### src/hdl/tpag_pkg.sv
// Shared types and constants for the tensor permute address generator.
package tpag_pkg;

  // Fixed field widths of the transaction payloads.
  localparam int MODE_W     = 2;
  localparam int SLOT_W     = 4;
  localparam int SIZE_W     = 16;
  localparam int STRIDE_W   = 32;
  localparam int PERM_W     = 5;
  localparam int OFS_W      = 32;
  localparam int ERR_W      = 2;
  localparam int RANK_W     = 5;
  localparam int SLOT_COUNT = 16;

  // Configuration port layout.
  localparam int                CFG_ADDR_W    = 2;
  localparam int                CFG_DATA_W    = 32;
  localparam [CFG_ADDR_W-1:0]   REG_RANK_ADDR = 2'd0;
  localparam [RANK_W-1:0]       RANK_RESET    = 5'd1;

  // Input transaction kinds.
  typedef enum logic [MODE_W-1:0] {
    MODE_LOAD_DIM  = 2'd0,
    MODE_LOAD_PERM = 2'd1,
    MODE_START     = 2'd2,
    MODE_ADVANCE   = 2'd3
  } mode_t;

  // Result error codes.
  typedef enum logic [ERR_W-1:0] {
    ERR_OK          = 2'd0,
    ERR_RANGE       = 2'd1,
    ERR_DUP         = 2'd2,
    ERR_NOT_STARTED = 2'd3
  } err_t;

  // Start sequencer states.
  typedef enum logic [1:0] {
    ST_IDLE  = 2'd0,
    ST_CHECK = 2'd1,
    ST_FILL  = 2'd2,
    ST_REPLY = 2'd3
  } state_t;

  // Per-dimension data shifted along the cell row during a start.
  typedef struct packed {
    logic [SIZE_W-1:0]   size_m1;
    logic [STRIDE_W-1:0] step_add;
  } cell_load_t;

  // Row-wide strobes.
  typedef struct packed {
    logic shift;
    logic advance;
  } cell_ctl_t;

endpackage

### src/hdl/tpag_cell.sv
// One dimension cell: size, step increment and mixed-radix counter digit.
module tpag_cell
  import tpag_pkg::*;
(
  input  logic                clk,
  input  logic                rst_n,
  input  cell_ctl_t           ctl,
  input  logic                active,
  input  logic                carry_in,
  input  cell_load_t          load_in,
  output cell_load_t          load_out,
  output logic                carry_out,
  output logic                inc,
  output logic [OFS_W-1:0]    add_out
);

  logic [SIZE_W-1:0]   size_m1_r;
  logic [STRIDE_W-1:0] step_add_r;
  logic [SIZE_W-1:0]   count_r;
  logic [SIZE_W-1:0]   count_nxt;
  logic                at_max_r;
  logic                at_max_nxt;
  logic                eff_max;
  logic [SIZE_W-1:0]   count_inc;

  // An unused cell always looks wrapped so the carry passes through it.
  assign eff_max   = at_max_r | ~active;
  assign carry_out = carry_in & eff_max;
  assign inc       = carry_in & ~eff_max;
  assign add_out   = inc ? step_add_r : '0;
  assign load_out  = '{size_m1: size_m1_r, step_add: step_add_r};
  assign count_inc = count_r + 1'b1;

  // Counter digit: cleared on load, stepped or wrapped on an advance carry.
  always_comb begin
    count_nxt  = count_r;
    at_max_nxt = at_max_r;
    if (ctl.shift) begin
      count_nxt  = '0;
      at_max_nxt = (load_in.size_m1 == '0);
    end else if (ctl.advance && carry_in && active) begin
      if (at_max_r) begin
        count_nxt  = '0;
        at_max_nxt = (size_m1_r == '0);
      end else begin
        count_nxt  = count_inc;
        at_max_nxt = (count_inc == size_m1_r);
      end
    end
  end

  always_ff @(posedge clk) begin
    if (!rst_n) begin
      count_r  <= '0;
      at_max_r <= 1'b0;
    end else begin
      count_r  <= count_nxt;
      at_max_r <= at_max_nxt;
    end
  end

  // Dimension data moves one cell up the row on each shift.
  always_ff @(posedge clk) begin
    if (ctl.shift) begin
      size_m1_r  <= load_in.size_m1;
      step_add_r <= load_in.step_add;
    end
  end

endmodule

### src/hdl/tpag_chain.sv
// Row of dimension cells with the carry chain and step increment selection.
module tpag_chain
  import tpag_pkg::*;
#(
  parameter int NUM_CELLS = 16
)
(
  input  logic                 clk,
  input  logic                 rst_n,
  input  cell_ctl_t            ctl,
  input  logic [NUM_CELLS-1:0] active,
  input  cell_load_t           feed,
  output logic [OFS_W-1:0]     step_sum,
  output logic                 step_any,
  output logic                 all_max
);

  cell_load_t             load_out [NUM_CELLS];
  logic [NUM_CELLS-1:0]   carry_out;
  logic [NUM_CELLS-1:0]   inc;
  logic [OFS_W-1:0]       add_out  [NUM_CELLS];

  // Cell 0 takes the feed; the last cell is the fastest digit.
  for (genvar i = 0; i < NUM_CELLS; i++) begin : g_cell
    cell_load_t load_in;
    logic       carry_in;

    if (i == 0) begin : g_head
      assign load_in = feed;
    end else begin : g_body
      assign load_in = load_out[i-1];
    end

    if (i == NUM_CELLS - 1) begin : g_fast
      assign carry_in = 1'b1;
    end else begin : g_slow
      assign carry_in = carry_out[i+1];
    end

    tpag_cell u_cell (
      .clk       (clk),
      .rst_n     (rst_n),
      .ctl       (ctl),
      .active    (active[i]),
      .carry_in  (carry_in),
      .load_in   (load_in),
      .load_out  (load_out[i]),
      .carry_out (carry_out[i]),
      .inc       (inc[i]),
      .add_out   (add_out[i])
    );
  end

  // At most one cell increments; its masked increment is merged by OR.
  always_comb begin
    step_sum = '0;
    for (int i = 0; i < NUM_CELLS; i++) begin
      step_sum = step_sum | add_out[i];
    end
  end

  assign step_any = |inc;
  assign all_max  = carry_out[0];

endmodule

### src/hdl/tensor_permute_address_generator_top.sv
// Top level: register port, source stores, start sequencer and result register.
//
//  Channel  Direction  Handshake              Payload
//  in       input      in_valid / in_ready    in_mode, in_slot, in_dim_size,
//                                             in_dim_stride, in_perm_dim
//  out      output     out_valid / out_ready  out_source_offset, out_last, out_error
//  cfg      input      psel/penable/pwrite    paddr, pwdata, prdata, pready
//
// Load and advance transactions may follow back to back.
// A start first checks each permutation entry, then shifts the derived sizes and
// step increments through the cell row, then posts the result; a failed check
// goes straight to posting the result.
// rst_n is synchronous; it clears the sequencer, counters, offset and rank to 1.
// A held result in the output register blocks new input only while out_ready is low.
module tensor_permute_address_generator_top
  import tpag_pkg::*;
#(
  parameter int MAX_DIMS = 16
)
(
  input  logic                  clk,
  input  logic                  rst_n,
  input  logic                  psel,
  input  logic                  penable,
  input  logic                  pwrite,
  input  logic [CFG_ADDR_W-1:0] paddr,
  input  logic [CFG_DATA_W-1:0] pwdata,
  output logic [CFG_DATA_W-1:0] prdata,
  output logic                  pready,
  input  logic                  in_valid,
  output logic                  in_ready,
  input  logic [MODE_W-1:0]     in_mode,
  input  logic [SLOT_W-1:0]     in_slot,
  input  logic [SIZE_W-1:0]     in_dim_size,
  input  logic [STRIDE_W-1:0]   in_dim_stride,
  input  logic signed [PERM_W-1:0] in_perm_dim,
  output logic                  out_valid,
  input  logic                  out_ready,
  output logic [OFS_W-1:0]      out_source_offset,
  output logic                  out_last,
  output logic [ERR_W-1:0]      out_error
);

  localparam int          DIM_W    = (MAX_DIMS > 1) ? $clog2(MAX_DIMS) : 1;
  localparam [RANK_W-1:0] MAX_RANK = RANK_W'(MAX_DIMS);

  // Configuration and sequencer state.
  logic [RANK_W-1:0]   rank_r;
  logic [RANK_W-1:0]   live_rank;
  logic                prepared_r;
  state_t              state_r;
  state_t              state_nxt;
  err_t                err_r;
  logic [RANK_W-1:0]   cnt_r;
  logic [MAX_DIMS-1:0] seen_r;
  logic                issue_r;

  // Source stores and the checked permutation.
  logic [SIZE_W-1:0]   src_size_mem   [SLOT_COUNT];
  logic [STRIDE_W-1:0] src_stride_mem [SLOT_COUNT];
  logic [PERM_W-1:0]   perm_mem       [SLOT_COUNT];
  logic [SLOT_W-1:0]   src_mem        [MAX_DIMS];

  // Fill pipeline and running offset.
  logic                pa_valid_r;
  logic                pa_last_r;
  logic [SIZE_W-1:0]   pa_size_m1_r;
  logic [STRIDE_W-1:0] pa_stride_r;
  logic [STRIDE_W-1:0] pa_prod_r;
  logic [STRIDE_W-1:0] acc_r;
  logic [OFS_W-1:0]    offset_r;

  // Result register.
  logic                out_valid_r;
  logic [OFS_W-1:0]    out_offset_r;
  logic                out_last_r;
  logic [ERR_W-1:0]    out_error_r;

  logic                cfg_write;
  logic                out_free;
  logic                in_fire;
  mode_t               in_mode_e;
  logic                result_now;
  logic                advance_go;
  logic                check_en;
  logic                fill_en;
  logic                reply_en;
  logic                idle_st;

  logic signed [PERM_W-1:0] perm_val;
  logic signed [PERM_W:0]   perm_abs;
  logic                range_bad;
  logic                dup_bad;
  logic                check_last;

  logic [SLOT_W-1:0]   fill_src;
  logic [SIZE_W-1:0]   fill_size;
  logic [SIZE_W-1:0]   fill_eff;
  logic [SIZE_W+STRIDE_W-1:0] fill_prod;

  logic [MAX_DIMS-1:0] active;
  cell_ctl_t           ctl;
  cell_load_t          feed;
  logic [OFS_W-1:0]    step_sum;
  logic                step_any;
  logic                all_max;

  // Register port.
  assign pready    = 1'b1;
  assign cfg_write = psel & penable & pwrite & pready & (paddr == REG_RANK_ADDR);
  assign prdata    = (paddr == REG_RANK_ADDR) ? CFG_DATA_W'(rank_r) : '0;

  always_ff @(posedge clk) begin
    if (!rst_n) begin
      rank_r <= RANK_RESET;
    end else if (cfg_write) begin
      rank_r <= pwdata[RANK_W-1:0];
    end
  end

  // Rank in use: zero acts as one, anything above the row length is clipped.
  always_comb begin
    if (rank_r == '0) begin
      live_rank = RANK_W'(1);
    end else if (rank_r > MAX_RANK) begin
      live_rank = MAX_RANK;
    end else begin
      live_rank = rank_r;
    end
  end

  always_comb begin
    for (int i = 0; i < MAX_DIMS; i++) begin
      active[i] = (RANK_W'(i) < live_rank);
    end
  end

  // Handshake helpers.
  assign out_free   = ~out_valid_r | out_ready;
  assign in_mode_e  = mode_t'(in_mode);
  assign in_fire    = in_valid & in_ready;
  assign result_now = in_fire & (in_mode_e != MODE_START);
  assign advance_go = in_fire & (in_mode_e == MODE_ADVANCE) & prepared_r;

  // Permutation check for the entry at cnt_r.
  assign perm_val   = perm_mem[cnt_r[SLOT_W-1:0]];
  assign perm_abs   = PERM_W'(0) + {perm_val[PERM_W-1], perm_val}
                    + (perm_val[PERM_W-1] ? $signed({1'b0, live_rank}) : '0);
  assign range_bad  = perm_abs[PERM_W] | (perm_abs[PERM_W-1:0] >= live_rank);
  assign dup_bad    = ~range_bad & seen_r[perm_abs[DIM_W-1:0]];
  assign check_last = (cnt_r == live_rank - 1'b1);

  // Sequencer next state.
  always_comb begin
    state_nxt = state_r;
    case (state_r)
      ST_IDLE: begin
        if (in_fire && (in_mode_e == MODE_START)) begin
          state_nxt = ST_CHECK;
        end
      end
      ST_CHECK: begin
        if (range_bad || dup_bad) begin
          state_nxt = ST_REPLY;
        end else if (check_last) begin
          state_nxt = ST_FILL;
        end
      end
      ST_FILL: begin
        if (pa_valid_r && pa_last_r) begin
          state_nxt = ST_REPLY;
        end
      end
      ST_REPLY: begin
        if (out_free) begin
          state_nxt = ST_IDLE;
        end
      end
      default: begin
        state_nxt = ST_IDLE;
      end
    endcase
  end

  // Sequencer outputs.
  always_comb begin
    idle_st  = 1'b0;
    check_en = 1'b0;
    fill_en  = 1'b0;
    reply_en = 1'b0;
    case (state_r)
      ST_IDLE:  idle_st  = 1'b1;
      ST_CHECK: check_en = 1'b1;
      ST_FILL:  fill_en  = 1'b1;
      ST_REPLY: reply_en = out_free;
      default:  idle_st  = 1'b0;
    endcase
  end

  assign in_ready = idle_st & out_free;

  always_ff @(posedge clk) begin
    if (!rst_n) begin
      state_r <= ST_IDLE;
    end else begin
      state_r <= state_nxt;
    end
  end

  // Load transactions write the source stores.
  always_ff @(posedge clk) begin
    if (in_fire && (in_mode_e == MODE_LOAD_DIM)) begin
      src_size_mem[in_slot]   <= in_dim_size;
      src_stride_mem[in_slot] <= in_dim_stride;
    end
    if (in_fire && (in_mode_e == MODE_LOAD_PERM)) begin
      perm_mem[in_slot] <= in_perm_dim;
    end
  end

  // Check walks entries upward; fill then walks them downward.
  always_ff @(posedge clk) begin
    if (!rst_n) begin
      cnt_r   <= '0;
      seen_r  <= '0;
      issue_r <= 1'b0;
      err_r   <= ERR_OK;
    end else if (in_fire && (in_mode_e == MODE_START)) begin
      cnt_r   <= '0;
      seen_r  <= '0;
      issue_r <= 1'b0;
      err_r   <= ERR_OK;
    end else if (check_en) begin
      if (range_bad) begin
        err_r <= ERR_RANGE;
      end else if (dup_bad) begin
        err_r <= ERR_DUP;
      end else begin
        seen_r[perm_abs[DIM_W-1:0]] <= 1'b1;
        if (check_last) begin
          issue_r <= 1'b1;
        end else begin
          cnt_r <= cnt_r + 1'b1;
        end
      end
    end else if (fill_en && issue_r) begin
      if (cnt_r == '0) begin
        issue_r <= 1'b0;
      end else begin
        cnt_r <= cnt_r - 1'b1;
      end
    end
  end

  // Checked source dimension of each output position.
  always_ff @(posedge clk) begin
    if (check_en && !range_bad && !dup_bad) begin
      src_mem[cnt_r[DIM_W-1:0]] <= SLOT_W'(perm_abs[PERM_W-1:0]);
    end
  end

  // Fill stage one: fetch size and stride, form size times stride.
  assign fill_src  = src_mem[cnt_r[DIM_W-1:0]];
  assign fill_size = src_size_mem[fill_src];
  assign fill_eff  = (fill_size == '0) ? SIZE_W'(1) : fill_size;
  assign fill_prod = src_stride_mem[fill_src] * fill_eff;

  always_ff @(posedge clk) begin
    if (!rst_n) begin
      pa_valid_r <= 1'b0;
      pa_last_r  <= 1'b0;
    end else begin
      pa_valid_r <= fill_en & issue_r;
      pa_last_r  <= (cnt_r == '0);
    end
  end

  always_ff @(posedge clk) begin
    if (fill_en && issue_r) begin
      pa_size_m1_r <= fill_eff - 1'b1;
      pa_stride_r  <= src_stride_mem[fill_src];
      pa_prod_r    <= fill_prod[STRIDE_W-1:0];
    end
  end

  // Fill stage two: step increment is the stride plus the wrap-back of all
  // faster dimensions, which accumulate as entries arrive fastest first.
  assign feed = '{size_m1: pa_size_m1_r, step_add: pa_stride_r + acc_r};

  always_ff @(posedge clk) begin
    if (check_en) begin
      acc_r <= '0;
    end else if (pa_valid_r) begin
      acc_r <= acc_r + pa_stride_r - pa_prod_r;
    end
  end

  assign ctl = '{shift: pa_valid_r, advance: advance_go};

  tpag_chain #(
    .NUM_CELLS (MAX_DIMS)
  ) u_chain (
    .clk      (clk),
    .rst_n    (rst_n),
    .ctl      (ctl),
    .active   (active),
    .feed     (feed),
    .step_sum (step_sum),
    .step_any (step_any),
    .all_max  (all_max)
  );

  // Running offset: add the selected increment, or return to zero on full wrap or at the end of a fill.
  always_ff @(posedge clk) begin
    if (!rst_n) begin
      offset_r <= '0;
    end else if (advance_go) begin
      offset_r <= step_any ? (offset_r + step_sum) : '0;
    end else if (pa_valid_r && pa_last_r) begin
      offset_r <= '0;
    end
  end

  // Prepared flag: set by a clean start, cleared by a failed one or a rank write.
  always_ff @(posedge clk) begin
    if (!rst_n) begin
      prepared_r <= 1'b0;
    end else if (cfg_write) begin
      prepared_r <= 1'b0;
    end else if (check_en && (range_bad || dup_bad)) begin
      prepared_r <= 1'b0;
    end else if (pa_valid_r && pa_last_r) begin
      prepared_r <= 1'b1;
    end
  end

  // Result register.
  always_ff @(posedge clk) begin
    if (!rst_n) begin
      out_valid_r <= 1'b0;
    end else if (result_now || reply_en) begin
      out_valid_r <= 1'b1;
    end else if (out_ready) begin
      out_valid_r <= 1'b0;
    end
  end

  always_ff @(posedge clk) begin
    if (reply_en) begin
      out_offset_r <= '0;
      out_last_r   <= 1'b0;
      out_error_r  <= err_r;
    end else if (result_now) begin
      if (in_mode_e == MODE_ADVANCE) begin
        if (prepared_r) begin
          out_offset_r <= offset_r;
          out_last_r   <= all_max;
          out_error_r  <= ERR_OK;
        end else begin
          out_offset_r <= '0;
          out_last_r   <= 1'b0;
          out_error_r  <= ERR_NOT_STARTED;
        end
      end else begin
        out_offset_r <= '0;
        out_last_r   <= 1'b0;
        out_error_r  <= ERR_OK;
      end
    end
  end

  assign out_valid         = out_valid_r;
  assign out_source_offset = out_offset_r;
  assign out_last          = out_last_r;
  assign out_error         = out_error_r;

endmodule

### config.mk
export PLATFORM = sky130hd
export DESIGN_NAME = tensor_permute_address_generator_top
export DESIGN_NICKNAME = d
export VERILOG_FILES = /design/src/hdl/tpag_pkg.sv /design/src/hdl/tpag_cell.sv /design/src/hdl/tpag_chain.sv /design/src/hdl/tensor_permute_address_generator_top.sv
export SDC_FILE = /design/constraint.sdc
export NUM_CORES = 2
export LEC_CHECK = 0
export BUFFER_PORTS_ARGS = -buffer_cell sky130_fd_sc_hd__buf_2
export CAP_MARGIN = 30
export CORE_MARGIN = 2
export CORE_UTILIZATION = 25
export DETAILED_ROUTE_END_ITERATION = 12
export GPL_ROUTABILITY_DRIVEN = 0
export PLACE_DENSITY = 0.46
export SYNTH_ARGS = -nofsm -noshare
export SYNTH_HDL_FRONTEND = slang
export SYNTH_SLANG_ARGS = --single-unit
### constraint.sdc
create_clock -name clk -period 35.2 [get_ports clk]
set_input_delay 7.04 -clock clk [delete_from_list [all_inputs] [get_ports clk]]
set_output_delay 7.04 -clock clk [all_outputs]
set_load 0.05 [all_outputs]
==> impl_metrics.py <==
metrics = {
    "yosys": {
        "synth-seq-cells": 2170,
        "syn_avg_cell_area_um2": 11.91,
        "number_of_flops_mapped_to_enable_cells_by_yosys": 1762,
        "async_flop_share_pct": 0,
        "synth_fa_ha_area_share_pct": 8.290,
        "synth_cell_area_um2": 104800,
        "synth_compound_area_share_pct": 9.024,
        "synth-warning-count": 0,
        "dominantRegCellSynth": "sky130_fd_sc_hd__edfxtp_1",
        "synth_simple_gate_area_share_pct": 13.52,
        "synth_xor_area_share_pct": 4.950,
        "synth.largest_area_cell": "sky130_fd_sc_hd__edfxtp_1",
        "synth_cells": 8801,
        "synth_top_family_by_area": "simple AND/OR/NAND/NOR gates",
        "synth_top_cell_area_share_pct": 50.48,
        "seq_area_frac_synth_pct": 58.28,
        "netlist_top_cells_area": "sky130_fd_sc_hd__edfxtp_1 (50%), sky130_fd_sc_hd__dfxtp_1 (7.8%), sky130_fd_sc_hd__fa_1 (5.9%)",
        "post_synth_mux_area_share_pct": 2.258,
        "post_synth_num_cell_types": 96,
    },
    "global_routing": {
        "grt_antenna_before_repair": 51,
        "global_route.overflow_total": 0,
        "grt_max_degree": 201,
        "grt.total_usage_pct": 13.28,
        "grt_pass1_wl_mm": 436.8,
        "grt_pass1_vias": 68030,
    },
    "worst_setup_path": {
        "cp_max_fo": 6,
        "cp_cell_sequence": "buf_2 > nand2b_1 > buf_4 > and2_1 > buf_2",
        "critPathMaxStageDelay_ns": 0.33,
        "worst_path_most_repeated_cell": "sky130_fd_sc_hd__buf_2",
        "crit_type": "input port to output port",
        "cp.arrival_ns": 8.04,
        "critPathCaptureType": "output port",
        "worst_path_required_time_ns": 28.16,
        "critical_path.startpoint_type": "input port",
        "critical_path.slowest_cell": "sky130_fd_sc_hd__buf_2",
    },
    "run_status": {
        "run_status": "complete, but fails checks",
        "failed_checks": "max-slew violations",
    },
    "die": {
        "placementRows": 237,
        "start_util_pct": 25.14,
        "die_height_um": 651.5,
        "fp.dieArea_um2": 424400,
        "floorplan.core_area_um2": 416900,
        "die_w_um": 651.5,
        "floorplan.io_pins": 170,
    },
    "clock_network": {
        "post-cts-setup-buffer-count": 0,
        "cts.sinks": 2170,
        "tritoncts": "built",
        "clock_latency_ns": 0.95,
        "hold_buffers": 0,
        "cts_buffers": 236,
        "worst_setup_hold_path_clk_slew_ns": 0.06,
        "ctsResizeCount": 0,
        "clock_tree.htree_level_count": 4,
        "clock_tree.buffer_depth": 4,
        "cts.root.buffer_cell": "sky130_fd_sc_hd__clkbuf_16",
    },
    "cells_and_area": {
        "multi_input_comb_area_um2": 40360,
        "finalNonFillerCells": 14560,
        "fillCellCount": 42550,
        "seqCellArea_um2": 61080,
        "post-route-cell-area_um2": 120100,
        "nNetsFinal": 9453,
        "final_layout_size_suffix_gt1_share_pct": 9.237,
        "flow.area_growth_from_synthesis_pct": 14.63,
    },
    "place": {
        "post-place-cells": 14100,
        "place_hpwl_mm": 183.5,
        "dpl_cell_area_um2": 111800,
        "placement.io_buffers": 114,
    },
    "pwr": {
        "powerDensity_nw_per_um2": 80.88,
        "irDropWorstVdd_mv": 0.2592,
        "cellLeakagePower_nw": 42.00,
    },
    "sta": {
        "fmax_mhz": 66.32,
        "final.setup_skew_ns": 0.1055,
        "finalSetupTns_ns": 0,
        "finalHoldViolCount": 0,
        "rsz_0062_raised_after_global_routing": "false",
        "setup-violations-final": 0,
        "holdWs_ns": 0.4257,
        "timing.slew.headroom_pct": -0.8479,
        "min_period_over_period_pct": 42.84,
        "timing_max_transition_violations_final": 20,
        "max_slew.worst_pin.slew_ns": 1.513,
        "clock_period_minus_worst_slack_ns": 15.08,
    },
    "detailed_routing": {
        "drt_first_iter_violations": 6032,
        "dr.pass1.iters": 7,
        "drc": 0,
        "drtAntennaViolNets": 0,
        "num_vias": 68920,
        "viasPerCell": 4.733,
        "wire_per_inst_um": 20.04,
        "wl_mm": 291.8,
    },
    "worst_hold_path": {
        "hold_class": "register to register",
    },
    "run": {
        "drv_cap": 0,
    },
}
==> worst max-delay path, delay by kind of cell <==
kind	cells	cell delay (ns)
buffers and inverters	3	0.65
and+or+nand+nor	2	0.30
==> logic make-up (layout without fill, tap and decap cells) <==
family                     after synthesis  count (layout)
DFF                                   2170            2170
muxes                                  162             162
buffers and inverters                  914            1138
other                                    2              42
and+or+nand+nor                       3014            3014
adders and majority gates              509             509
xor gates and xnor gates               589             589
AOI/OAI and AO/OA                     1441            1441
==> cells in the mapped netlist (30+ instances only) <==
cell / n
sky130_fd_sc_hd__edfxtp_1: 1762
sky130_fd_sc_hd__nand2_1: 1116
sky130_fd_sc_hd__nor2_1: 589
sky130_fd_sc_hd__a21oi_1: 538
sky130_fd_sc_hd__inv_1: 415
sky130_fd_sc_hd__dfxtp_1: 408
sky130_fd_sc_hd__xnor2_1: 378
sky130_fd_sc_hd__nand3_1: 314
sky130_fd_sc_hd__clkbuf_1: 312
sky130_fd_sc_hd__fa_1: 309
sky130_fd_sc_hd__xor2_1: 208
sky130_fd_sc_hd__ha_1: 200
sky130_fd_sc_hd__nor3_1: 199
sky130_fd_sc_hd__and3_1: 198
sky130_fd_sc_hd__o21ai_0: 187
sky130_fd_sc_hd__nor4_1: 108
sky130_fd_sc_hd__mux2i_1: 98
sky130_fd_sc_hd__a31oi_1: 91
sky130_fd_sc_hd__a22oi_1: 88
sky130_fd_sc_hd__buf_2: 87
sky130_fd_sc_hd__nor2b_1: 80
sky130_fd_sc_hd__nand4_1: 75
sky130_fd_sc_hd__and2_1: 70
sky130_fd_sc_hd__nand3b_1: 70
sky130_fd_sc_hd__a222oi_1: 65
sky130_fd_sc_hd__a21o_1: 62
sky130_fd_sc_hd__a221oi_1: 62
sky130_fd_sc_hd__buf_4: 59
sky130_fd_sc_hd__mux4_2: 59
sky130_fd_sc_hd__a311oi_1: 56
sky130_fd_sc_hd__a211oi_1: 52
sky130_fd_sc_hd__or3_1: 41
sky130_fd_sc_hd__a22o_1: 40
sky130_fd_sc_hd__nand2b_1: 40
sky130_fd_sc_hd__nor3b_1: 32
sky130_fd_sc_hd__or2_2: 30
==> per-layer routing <==
| layer | vias to the layer above | GRT usage (%) | share of wire, % | wire length (µm) |
|---|---|---|---|---|
| met5 | - | 0 | 0.070 | 205 |
| met4 | 32 | 2.857 | 1.9 | 5451 |
| met3 | 369 | 2.369 | 6.0 | 17480 |
| met2 | 1819 | 21.47 | 46 | 133900 |
| met1 | 34760 | 18.53 | 46 | 134700 |
| li1 | 31930 | - | - | - |
==> placed cells by master, fill, tap and decap left out, drive strengths merged, types with 283 or more instances in the layout <==
master	instances
a21oi	539
clkbuf	283
dfxtp	408
edfxtp	1762
fa	309
inv	423
nand2	1117
nand3	317
nor2	589
xnor2	379
==> report_power, final <==
| group | total [mW] | switching [mW] | internal, mW |
|---|---|---|---|
| logic | 4.13 | 2.35 | 1.78 |
| clock network | 2.59 | 1.07 | 1.52 |
| registers | 2.99 | 0.00634 | 2.99 |
| total | 9.72 | 3.43 | 6.29 |
==> final cells by class <==
| type | count | area share [%] |
|---|---|---|
| sequential | 2170 | 50.84 |
| multi-input combinational | 5743 | 33.59 |
| tap | 5497 | 5.725 |
| clock buffer | 283 | 5.203 |
| timing repair buffer | 276 | 1.755 |
| clock inverter | 162 | 1.548 |
| inverter | 417 | 1.304 |
| antenna | 14 | 0.02916 |
==> registers in the layout (all words and copies together) (netlist names), 5 cells and up, named ones only <==
signal and cells:
rank_r 5, u_chain.g_cell.u_cell.at_max_r 16, offset_r 32, perm_mem 80, pa_stride_r 32, u_chain.g_cell.u_cell.size_m1_r 256, src_stride_mem 512, src_mem 64
pa_size_m1_r 16, acc_r 32, seen_r 16, out_source_offset 32, pa_prod_r 32, src_size_mem 256, cnt_r 5, u_chain.g_cell.u_cell.count_r 256
u_chain.g_cell.u_cell.step_add_r 512
==> stage by stage <==
stage                     total power, mW  utilization, %  worst slack, ns
after global placement              7.165           26.76            20.10
after detailed placement            7.179           26.82            20.10
final                               9.717           28.82            20.12
after global routing                10.43           28.81            20.07
after CTS                           9.817           28.76            20.09
after floorplan                     6.146               -            15.38
==> final timing paths <==
check / end / slack [ns] / cells after the start / start
worst min register to register: u_chain.g_cell[15].u_cell.step_add_r[1] / 0.43 / 0 / u_chain.g_cell[14].u_cell.step_add_r[1]
worst max-delay path: in_ready / 20.12 / 5 / out_ready
worst max register to register: pa_prod_r[28] / 24.11 / 32 / register
worst min-delay path: u_chain.g_cell[15].u_cell.step_add_r[1] / 0.43 / 0 / u_chain.g_cell[14].u_cell.step_add_r[1]
Note: power is estimated with default switching activity, not from simulation.
